## config.mk

```make
export PLATFORM = sky130hd
export DESIGN_NAME = two_car_elevator_controller_top
export DESIGN_NICKNAME = d
export VERILOG_FILES = /design/src/sv/tcec_pkg.sv /design/src/sv/tcec_car.sv /design/src/sv/two_car_elevator_controller_top.sv
export SDC_FILE = /design/constraint.sdc
export NUM_CORES = 1
export LEC_CHECK = 0
export ABC_CLOCK_PERIOD_IN_PS = 8550
export BUFFER_PORTS_ARGS = -buffer_cell sky130_fd_sc_hd__buf_4
export CELL_PAD_IN_SITES_DETAIL_PLACEMENT = 2
export CELL_PAD_IN_SITES_GLOBAL_PLACEMENT = 2
export CORE_ASPECT_RATIO = 1.75
export CORE_MARGIN = 3
export CORE_UTILIZATION = 39
export CTS_CLUSTER_SIZE = 8
export DETAILED_ROUTE_END_ITERATION = 10
export PLACE_DENSITY_LB_ADDON = 0.1
export SLEW_MARGIN = 20
export SYNTH_ARGS = -nofsm -noshare
export SYNTH_HDL_FRONTEND = slang
export SYNTH_SLANG_ARGS = --single-unit
```

## constraint.sdc

```tcl
create_clock -name i_clk -period 8.55 [get_ports i_clk]
set_clock_uncertainty 0.05 [all_clocks]
set_input_delay 1.71 -clock i_clk [delete_from_list [all_inputs] [get_ports i_clk]]
set_output_delay 1.71 -clock i_clk [all_outputs]
set_load 0.005 [all_outputs]
```

## src/sv/tcec_pkg.sv

```systemverilog
// Shared types and constants of the two-car elevator controller.
`timescale 1ns / 1ps
`default_nettype none
package tcec_pkg;
    localparam int QUEUE_DEPTH  = 8;
    localparam int FLOOR_BITS   = 4;
    localparam int TICKS_PER_SEC = 15000;
    localparam logic [15:0] TRAVEL_RESET = 16'(4 * TICKS_PER_SEC);
    localparam logic [15:0] OPEN_RESET   = 16'(3 * TICKS_PER_SEC);
    localparam logic [15:0] CLOSE_RESET  = 16'(3 * TICKS_PER_SEC / 2);

    localparam logic [1:0] KIND_TICK = 2'd0;
    localparam logic [1:0] KIND_HALL = 2'd1;
    localparam logic [1:0] KIND_CAR  = 2'd2;
    localparam logic [1:0] DIR_UP    = 2'd1;
    localparam logic [1:0] DIR_DOWN  = 2'd2;

    localparam logic [1:0] CFG_TRAVEL = 2'd0;
    localparam logic [1:0] CFG_OPEN   = 2'd1;
    localparam logic [1:0] CFG_CLOSE  = 2'd2;

    localparam logic [1:0] SHOW_OPEN   = 2'd0;
    localparam logic [1:0] SHOW_CLOSED = 2'd1;
    localparam logic [1:0] SHOW_UP     = 2'd2;
    localparam logic [1:0] SHOW_DOWN   = 2'd3;

    typedef enum logic [2:0] {
        PH_IDLE, PH_START_UP, PH_START_DOWN, PH_GO_UP, PH_GO_DOWN, PH_STOP
    } t_phase;

    // Timer settings handed to each car.
    typedef struct packed {
        logic [15:0] travel;
        logic [15:0] open;
        logic [15:0] close;
    } t_timing;

    // One operation presented to a car in the current cycle.
    typedef struct packed {
        logic tick;
        logic add;
    } t_car_op;
endpackage
`default_nettype wire

```

## src/sv/tcec_car.sv

```systemverilog
// One elevator car: phase, floor, timer and ordered request list.
`timescale 1ns / 1ps
`default_nettype none
module tcec_car #(
    parameter int QDEPTH = tcec_pkg::QUEUE_DEPTH,
    parameter int FBITS  = tcec_pkg::FLOOR_BITS
) (
    input  wire                   i_clk,
    input  wire                   i_rst_n,
    input  tcec_pkg::t_timing     i_timing,
    input  tcec_pkg::t_car_op     i_op,
    input  wire [FBITS-1:0]       i_floor,
    output logic                  o_added,
    output tcec_pkg::t_phase      o_phase,
    output logic [FBITS-1:0]      o_position,
    output logic [1:0]            o_show,
    output logic [$clog2(QDEPTH+1)-1:0] o_count
);
    import tcec_pkg::*;
    localparam int CW = $clog2(QDEPTH + 1);
    localparam int IW = $clog2(QDEPTH);

    t_phase                r_phase, n_phase;
    logic [FBITS-1:0]      r_pos, n_pos;
    logic [1:0]            r_show, n_show;
    logic [15:0]           r_timer, n_timer;
    logic                  r_closed, n_closed;
    logic [CW-1:0]         r_count, n_count;
    logic [FBITS-1:0]      r_list [QDEPTH];
    logic [FBITS-1:0]      n_list [QDEPTH];
    logic [15:0]           timer_inc;
    logic                  dup;
    logic [FBITS-1:0]      first;
    logic [CW-1:0]         wr;

    assign timer_inc = r_timer + 16'd1;
    assign first = r_list[0];

    // Duplicate search over the live entries.
    always_comb begin
        dup = 1'b0;
        for (int i = 0; i < QDEPTH; i++) begin
            if (CW'(i) < r_count && r_list[i] == i_floor) dup = 1'b1;
        end
    end

    // Next state for a tick or an added call.
    always_comb begin
        n_phase  = r_phase;
        n_pos    = r_pos;
        n_show   = r_show;
        n_timer  = r_timer;
        n_closed = r_closed;
        n_count  = r_count;
        n_list   = r_list;
        o_added  = 1'b0;
        wr       = '0;
        if (i_op.add) begin
            if (!dup) begin
                if (r_count == '0) begin
                    o_added  = 1'b1;
                    n_timer  = '0;
                    n_closed = 1'b0;
                    n_show   = SHOW_OPEN;
                    if (i_floor == r_pos) begin
                        n_phase = PH_IDLE;
                    end else begin
                        n_list[0] = i_floor;
                        n_count   = CW'(1);
                        n_phase   = (i_floor < r_pos) ? PH_START_DOWN : PH_START_UP;
                    end
                end else if (r_count < CW'(QDEPTH)) begin
                    o_added = 1'b1;
                    n_list[r_count[IW-1:0]] = i_floor;
                    n_count = r_count + CW'(1);
                end
            end
        end else if (i_op.tick) begin
            unique case (r_phase)
                PH_IDLE: begin
                    n_show  = SHOW_OPEN;
                    n_timer = '0;
                end
                PH_START_UP, PH_START_DOWN: begin
                    n_timer = timer_inc;
                    if (!r_closed) begin
                        if (timer_inc >= i_timing.open) begin
                            n_closed = 1'b1;
                            n_timer  = '0;
                            n_show   = SHOW_CLOSED;
                        end
                    end else if (timer_inc >= i_timing.close) begin
                        n_timer  = '0;
                        n_closed = 1'b0;
                        n_phase  = (r_phase == PH_START_UP) ? PH_GO_UP : PH_GO_DOWN;
                        n_show   = (r_phase == PH_START_UP) ? SHOW_UP : SHOW_DOWN;
                    end
                end
                PH_GO_UP, PH_GO_DOWN: begin
                    n_timer = timer_inc;
                    if (timer_inc >= i_timing.travel) begin
                        n_timer = '0;
                        n_pos = (r_phase == PH_GO_UP) ? r_pos + FBITS'(1)
                                                      : r_pos - FBITS'(1);
                        if (r_count == '0 || n_pos == first) begin
                            n_phase  = PH_STOP;
                            n_show   = SHOW_CLOSED;
                            n_closed = 1'b0;
                        end
                    end
                end
                PH_STOP: begin
                    n_timer = timer_inc;
                    if (timer_inc >= i_timing.close) begin
                        // Compact the list, dropping the current floor.
                        for (int w = 0; w < QDEPTH; w++) begin
                            if (CW'(w) < r_count && r_list[w] != r_pos) begin
                                n_list[wr[IW-1:0]] = r_list[w];
                                wr = wr + CW'(1);
                            end
                        end
                        n_count  = wr;
                        n_timer  = '0;
                        n_closed = 1'b0;
                        n_show   = SHOW_OPEN;
                        if (wr == '0 || n_list[0] == r_pos) n_phase = PH_IDLE;
                        else if (n_list[0] < r_pos)         n_phase = PH_START_DOWN;
                        else                                n_phase = PH_START_UP;
                    end
                end
                default: n_phase = PH_IDLE;
            endcase
        end
    end

    // Control state.
    always_ff @(posedge i_clk) begin
        if (!i_rst_n) begin
            r_phase  <= PH_IDLE;
            r_pos    <= FBITS'(1);
            r_show   <= SHOW_OPEN;
            r_timer  <= '0;
            r_closed <= 1'b0;
            r_count  <= '0;
        end else begin
            r_phase  <= n_phase;
            r_pos    <= n_pos;
            r_show   <= n_show;
            r_timer  <= n_timer;
            r_closed <= n_closed;
            r_count  <= n_count;
        end
    end

    // Request list storage.
    always_ff @(posedge i_clk) begin
        r_list <= n_list;
    end

    assign o_phase    = r_phase;
    assign o_position = r_pos;
    assign o_show     = r_show;
    assign o_count    = r_count;
endmodule
`default_nettype wire

```

## src/sv/two_car_elevator_controller_top.sv

```systemverilog
// Top level of the two-car elevator controller.
`timescale 1ns / 1ps
`default_nettype none
// Usage: pulse start with a transaction (tick, hall call or car call) on
// i_kind, i_car, i_call_floor and i_call_direction. busy is always low, so a
// transaction is taken in every cycle. In the next cycle o_valid strobes for one
// cycle with the assigned car, the accepted flag and the status of both cars
// after the transaction. Throughput is one transaction per cycle: the whole
// update is one pass of combinational logic from the car registers into the
// car and result registers.
// The receiver cannot stall; each result shows for exactly one cycle.
// Timer settings are written through i_cfg_we, i_cfg_index and i_cfg_data,
// at any time while no transaction is in flight.
// Synchronous reset puts both cars idle at floor 1, doors open, with empty
// request lists, and restores the default timer settings.
module two_car_elevator_controller_top #(
    parameter int QUEUE_DEPTH = tcec_pkg::QUEUE_DEPTH,
    parameter int FLOOR_BITS  = tcec_pkg::FLOOR_BITS
) (
    input  wire         i_clk,
    input  wire         i_rst_n,
    input  wire         start,
    output logic        busy,
    input  wire  [1:0]  i_kind,
    input  wire         i_car,
    input  wire  [3:0]  i_call_floor,
    input  wire  [1:0]  i_call_direction,
    input  wire         i_cfg_we,
    input  wire  [1:0]  i_cfg_index,
    input  wire  [15:0] i_cfg_data,
    output logic        o_valid,
    output logic        o_assigned_car,
    output logic        o_accepted,
    output logic [3:0]  o_car0_floor,
    output logic [1:0]  o_car0_display,
    output logic [3:0]  o_car0_pending,
    output logic [3:0]  o_car1_floor,
    output logic [1:0]  o_car1_display,
    output logic [3:0]  o_car1_pending
);
    import tcec_pkg::*;
    localparam int CW = $clog2(QUEUE_DEPTH + 1);

    t_timing              r_timing;
    t_car_op              op0, op1;
    logic [FLOOR_BITS-1:0] floor_in;
    logic                 added0, added1;
    t_phase               ph0, ph1;
    logic [FLOOR_BITS-1:0] pos0, pos1;
    logic [1:0]           show0, show1;
    logic [CW-1:0]        cnt0, cnt1;
    logic                 take0, take1, target;
    logic                 is_call, r_valid, r_assigned, r_accepted;

    assign busy     = 1'b0;
    assign floor_in = FLOOR_BITS'(i_call_floor);
    assign is_call  = start && (i_kind == KIND_HALL || i_kind == KIND_CAR);

    // Hall and car call dispatch, and the tick operation for both cars.
    always_comb begin
        take0 = (ph0 == PH_IDLE)
            || (i_call_direction == DIR_UP && (ph0 == PH_GO_UP || ph0 == PH_START_UP)
                && floor_in > pos0)
            || (i_call_direction == DIR_DOWN
                && (ph0 == PH_GO_DOWN || ph0 == PH_START_DOWN) && floor_in < pos0);
        take1 = (ph1 == PH_IDLE)
            || (i_call_direction == DIR_UP && (ph1 == PH_GO_UP || ph1 == PH_START_UP)
                && floor_in > pos1)
            || (i_call_direction == DIR_DOWN
                && (ph1 == PH_GO_DOWN || ph1 == PH_START_DOWN) && floor_in < pos1);
        if (i_kind == KIND_CAR) target = i_car;
        else if (take0)         target = 1'b0;
        else if (take1)         target = 1'b1;
        else                    target = (cnt0 > cnt1);
        op0.tick = start && i_kind == KIND_TICK;
        op1.tick = op0.tick;
        op0.add  = is_call && !target;
        op1.add  = is_call && target;
    end

    tcec_car #(.QDEPTH(QUEUE_DEPTH), .FBITS(FLOOR_BITS)) u_car0 (
        .i_clk, .i_rst_n, .i_timing(r_timing), .i_op(op0), .i_floor(floor_in),
        .o_added(added0), .o_phase(ph0), .o_position(pos0), .o_show(show0),
        .o_count(cnt0)
    );
    tcec_car #(.QDEPTH(QUEUE_DEPTH), .FBITS(FLOOR_BITS)) u_car1 (
        .i_clk, .i_rst_n, .i_timing(r_timing), .i_op(op1), .i_floor(floor_in),
        .o_added(added1), .o_phase(ph1), .o_position(pos1), .o_show(show1),
        .o_count(cnt1)
    );

    // Configuration registers and result strobe.
    always_ff @(posedge i_clk) begin
        if (!i_rst_n) begin
            r_timing <= '{travel: TRAVEL_RESET, open: OPEN_RESET, close: CLOSE_RESET};
            r_valid  <= 1'b0;
        end else begin
            r_valid <= start;
            if (i_cfg_we) begin
                unique case (i_cfg_index)
                    CFG_TRAVEL: r_timing.travel <= i_cfg_data;
                    CFG_OPEN:   r_timing.open   <= i_cfg_data;
                    CFG_CLOSE:  r_timing.close  <= i_cfg_data;
                    default: ;
                endcase
            end
        end
    end

    // Result fields of the last transaction.
    always_ff @(posedge i_clk) begin
        if (start) begin
            r_assigned <= is_call && target;
            r_accepted <= is_call && (target ? added1 : added0);
        end
    end

    assign o_valid        = r_valid;
    assign o_assigned_car = r_assigned;
    assign o_accepted     = r_accepted;
    assign o_car0_floor   = 4'(pos0);
    assign o_car0_display = show0;
    assign o_car0_pending = 4'(cnt0);
    assign o_car1_floor   = 4'(pos1);
    assign o_car1_display = show1;
    assign o_car1_pending = 4'(cnt1);
endmodule
`default_nettype wire

```

# == Word-level counts from Yosys, hierarchy flattened ==
# Cells that the tools add are included.
# op_classes
addsub,22
bitwise_logic,18
eq_ne,82
n_lt_le_gt_ge,63
muxes,364
reduce_logical,114
# ops
operator,n
$mux W32,82
$bwmux W32,16
$mux W4,124
$mux W16,16
$demux W4 S3,16
$pmux W16 S4,2
$ge A16 B16 Y1,6
$eq A4 B4 Y1,22
$add A4 B1 Y4 const B,18
$mux W3,24
$ge A4 B4 Y1 const B,16
$lt A4 B1 Y1 const B,16
$ne A4 B4 Y1,16
$not A3 Y4,16
$logic_and A1 B1 Y1,61
$mux W28,2
$mux W1,52
$mux W2,24
$reduce_and A9 Y1,4
$add A16 B1 Y16 const B,2
$lt A3 B4 Y1 const A,8
$ne A3 B2 Y1 const B,10
$pmux W3 S4,2
$reduce_and A6 Y1,4
other kinds (32),104
# word_totals
regBits,175

# == Logic depth before layout (Yosys ltp) ==
# logic_depth
word_depth,66
ltp_mapped,35
mapped_depth_nobuf,35

# == Modules after synthesis ==
# Synthesis repeated with hierarchy kept, for this count alone.
# hier_totals
hier_cells,2366
area_unflattened_um2,19487.4
# modules_own_cells
module,area_per_inst_um2,n_inst,cells_per_inst,seq_area_each_um2
tcec_car (u_car1),8775.9,1,1075,1561.5
tcec_car (u_car0),8406.8,1,1007,1561.5
two_car_elevator_controller_top,2304.7,1,284,1041.0

# == Worst setup path before layout ==
# OpenSTA, ideal clock, no wires.
# synth_timing
path_type,register to register
startpoint,"register u_car1.r_pos[3], in the netlist u_car1.o_position[3]"
endpoint,"register u_car1.r_phase[1], in the netlist u_car1.o_phase[1]"
path_slack_ns,1.129
arrival_time_ns,7.296
stages_incl_launch_ff,29
n_path_buf,2
synth_period_minus_slack_ns,7.421
setup_ns,0.074
cell_sequence,dfxtp_1 > buf_2 > xor2_1 > o41ai_1 > inv_1 > fa_1 > ha_1 > mux2_2 > ha_1 > mux2_2 > ha_1 > mux2_2 > ha_1 > nand2_1 > xor2_1 > xnor2_1 > or2_2 > or3_1 > clkbuf_1 > mux2_2 > ha_1 > nor2b_1 > o21ai_0 > nand2b_1 > a21oi_1 > nand2_1 > a211o_1 > a2111o_1 > a31oi_1
# synth_via
elab_chain_cells,61
word_cells_on_any_way,187
# synth_rtl
element,line,source
start: declaration,tcec_car.sv:24,"logic [FBITS-1:0] r_pos, n_pos;"
start signal: assignment,tcec_car.sv:147,r_pos <= n_pos;
$ne A4 B4 Y1,tcec_car.sv:117,if (CW'(w) < r_count && r_list[w] != r_pos) begin
$logic_and A1 B1 Y1,tcec_car.sv:117,
$mux W1,tcec_car.sv:117,
$mux W4,tcec_car.sv:114,if (timer_inc >= i_timing.close) begin
$mux W4,tcec_car.sv:79,unique case (r_phase)
$mux W4,tcec_car.sv:78,end else if (i_op.tick) begin
$mux W4,tcec_car.sv:58,if (i_op.add) begin
$add A4 B1 Y4 or $not A3 Y4 (tied branches),"tcec_car.sv:119, tcec_car.sv:118",
[45 not listed],--,
$mux W32,tcec_car.sv:58,
$lt A4 B4 Y1 or $eq A4 B4 Y1 (tied branches),"tcec_car.sv:127, tcec_car.sv:126",
$mux W2 or $logic_or A1 B1 Y1 (tied branches),"tcec_car.sv:127, tcec_car.sv:126",
$mux W3,tcec_car.sv:126,if (wr == '0 || n_list[0] == r_pos) n_phase = PH_IDLE;
$mux W3,tcec_car.sv:114,
$pmux W3 S4,tcec_car.sv:79,
$mux W3,tcec_car.sv:78,
$mux W3,tcec_car.sv:58,
end signal: assignment,tcec_car.sv:146,r_phase <= n_phase;
end: declaration,tcec_car.sv:23,"t_phase r_phase, n_phase;"
# Parallel ways exist; a longest one is shown, timed or not. The select of a mux whose other input is x is not followed.
# A chain may end at the register's enable or synchronous reset.

# == Final worst setup path ==
# layout_timing
startpoint,"register u_car1.r_pos[2], in the netlist u_car1.o_position[2]"
endpoint,"register u_car1.r_phase[1], in the netlist u_car1.o_phase[1]"
# The elaborated chain is that of the path after synthesis.

==> summary.txt <==
CTS Sinks -> 175
number of global-route vias before repair -> 20117
Remaining DRCs -> 0
Final ANT Viol Nets -> 0
row cnt -> 104
WL met1 -> 28800 um
DIE AREA -> 0.0497 mm2
first-pass GRT wire length -> 123000 um
Die W -> 170 um
Cell variety after synth -> 96
FF+latch area -> 0.00416 mm2
Slew @ Worst Pin -> 1050 ps
area post-placement -> 0.0192 mm2
kind of critical path -> reg2reg
Clock Pin Slew Worst Setup and Hold Paths -> 80 ps
status -> finished, final reports clean
Critical Path End Type -> flop
H-tree levels -> 4
crit path from -> u_car1.o_position[2]
clock buffer depth -> 2
Total Routing Usage GR -> 32.4%
WL/cell -> 28.3 um
routed wire length on met3 -> 2820 um
Post-Syn Nets -> 2477
main flop type after synthesis -> dfxtp_1
HP Class -> reg2reg
crit-path max FO -> 12
CTS Hold Bufs -> 0
GRT overflow -> 0
GP Congestion -> 0.902
Final setup viols -> 0
Max Cap Viol -> 0
r2r startpoint -> u_car1.o_position[2]
RSZ-0062 raised after global routing -> no
CTS Root Cell -> clkbuf_16
Slew HR -> 29.3%
# Post-CTS Setup Buffers -> 0
Worst Slack Setup Final -> 429 ps
Hold Crit Start -> r_timing[18]
commonest non-fill, non-tap cell in the layout -> nand2_1
FILL cells -> 5270
Synth warnings -> 0
max frequency -> 123 MHz
Yosys reg bits -> 175
Net count, final -> 2438
layout cells sized above 1 -> 10.5%
post-synthesis cell count -> 2296
Worst Path Arrival -> 8460 ps
post-synthesis sequential area ratio -> 22.7%
met2 WL -> 43600 um
Max Used Layer -> met4
startpoint class of the critical path -> flop
asr flop ratio synth -> 0%
Area Overhead vs Synth -> 8.12%
DR vias -> 17961
Post-Route Setup TNS -> 0 ps
PortBufs -> 53
Initial Utilization -> 39.7%
Setup WS pre-CTS -> 334 ps
DRT Pass-1 Iters -> 5
Final Hold Fails -> 0
vias per inst -> 6.30
clk_lat worst skew -> 480 ps
most frequent cells in the layout -> nand2_1 (232), nor2_1 (188), ha_1 (146)
Slew Limit Fails -> 0
TritonCTS Buffers -> 17
antenna violations before repair -> 0
Worst EP required -> 8890 ps
Routed WL -> 80700 um
post-route minimum period -> 8120 ps
hpwl dp -> 62300 um
Finished Cell Area -> 0.0198 mm2
Multi-input gate area -> 0.0132 mm2
Die Y -> 293 um
Leakage -> 8.30 nW
Post-Syn Area -> 0.0183 mm2
First DRT Iteration DRCs -> 986
Pwr per Cell Area -> 109 mW/mm2
antenna cells -> 0
average size of a mapped cell -> 7.98 um2
CORE AREA -> 0.0462 mm2
pin count of the biggest net entering global routing -> 45
IO Pins -> 55
Layout Utilization -> 42.9%
CTS tree -> done
EDFF count, synth -> 66
maximum vdd ir drop -> 0.0976 mV
CTS resizes -> 0
share of the clock period used by the worst path -> 95.0%
## synthesized netlist by cell type, types with 15 or more instances
cell	instances	area share [%]
nand2b_1	21	0.72
and2_1	15	0.51
xnor2_1	129	6.2
a211o_1	25	1.2
nand2_1	232	4.8
a21oi_1	134	3.7
buf_1	16	0.33
ha_1	146	10
dfxtp_1	109	12
clkbuf_1	117	2.4
a221o_1	15	0.82
nor2b_1	22	0.75
or3_1	20	0.68
o21ai_0	121	3.3
a211oi_1	31	1.3
and3_1	28	0.96
nand3_1	78	2.1
inv_1	114	2.3
o21a_1	20	0.82
nor3_1	48	1.3
nor2_1	189	3.9
edfxtp_1	66	11
a22o_1	17	0.81
o211ai_1	38	1.6
mux2i_1	123	6.7
a21o_1	40	1.6
a31oi_1	16	0.55
xor2_1	63	3.0
mux2_2	53	3.3
nand4_1	32	1.1
## worst max-delay path, cell delays in order (launching register included)
cell,delay (ps)
dfxtp_1,780
xnor2_1,150
a41oi_1,790
inv_1,200
ha_1,320
mux2i_4,220
ha_1,260
mux2_2,320
ha_1,330
mux2_2,330
ha_1,300
mux2_2,310
ha_1,200
nand2_1,70
xor2_1,190
xnor2_1,170
or2_2,350
or3_1,460
mux2_2,340
ha_1,320
nor2b_1,150
o21ai_0,190
nand2b_1,100
a21oi_1,200
nand2_1,90
a211o_1,290
a2111o_1,380
a31oi_1,170
## kinds of logic after synthesis
kind of cell / count (synthesis) / share of synthesized area, %
other: 1 / 0.0205
adder cells (fa/ha/maj): 150 / 10.4
AND/OR/NAND/NOR: 752 / 19.6
XOR/XNOR: 202 / 10.3
AO/OA/AOI/OAI: 568 / 21.0
buffers and inverters: 270 / 5.82
flip-flops: 175 / 22.7
multiplexers: 178 / 10.2
## metal layers
metal / vias to the layer above / global-route usage [%]
met5: - / 0
met4: 0 / 19.6
met3: 228 / 3.96
met2: 418 / 61.6
met1: 9128 / 33.1
li1: 8187 / -
## registers in the layout, indices dropped and copies added, names as in the netlist, 3 cells and up
register	cells
u_car1.o_count	4
u_car1.first	4
u_car0.o_position	4
u_car0.o_phase	3
u_car0.o_count	4
u_car0.r_timer	16
u_car1.o_phase	3
u_car1.r_timer	16
u_car0.r_list	28
u_car0.first	4
u_car1.r_list	28
u_car1.o_position	4
r_timing	48
## final cells by class
type                            instances  area share, %
Inverter                              117           2.22
Multi-Input combinational cell       1851           66.5
Tap cell                              583           3.68
Clock inverter                         13          0.676
Sequential cell                       175           21.0
Timing Repair Buffer                   95           3.60
Clock buffer                           19           2.34
## power by group
part | total, mW | leakage, nW | switching, mW | internal, mW
clock | 0.850 | 0.301 | 0.411 | 0.439
sequential | 0.913 | 1.49 | 0.0268 | 0.887
combinational | 0.389 | 6.52 | 0.250 | 0.139
total | 2.15 | 8.30 | 0.688 | 1.46
## worst paths after layout
| check | end | slack, ps | cells after the start |
|---|---|---|---|
| max | u_car1.o_phase[1] | 430 | 27 |
| min | r_timing[18] | 410 | 2 |
| max reg2reg | u_car1.o_phase[1] | 430 | 27 |
| min reg2reg | r_timing[18] | 410 | 2 |
## metrics by stage
stage	power (mW)	hold slack (ps)	cells
4_1_cts	2.16	415	2853
6_report	2.15	411	2853
3_5_place_dp	1.32	404	2821
3_3_place_gp	1.30	392	2821
2_1_floorplan	1.17	386	2296
5_1_grt	2.23	441	2853
(Power assumes the default switching activity.)
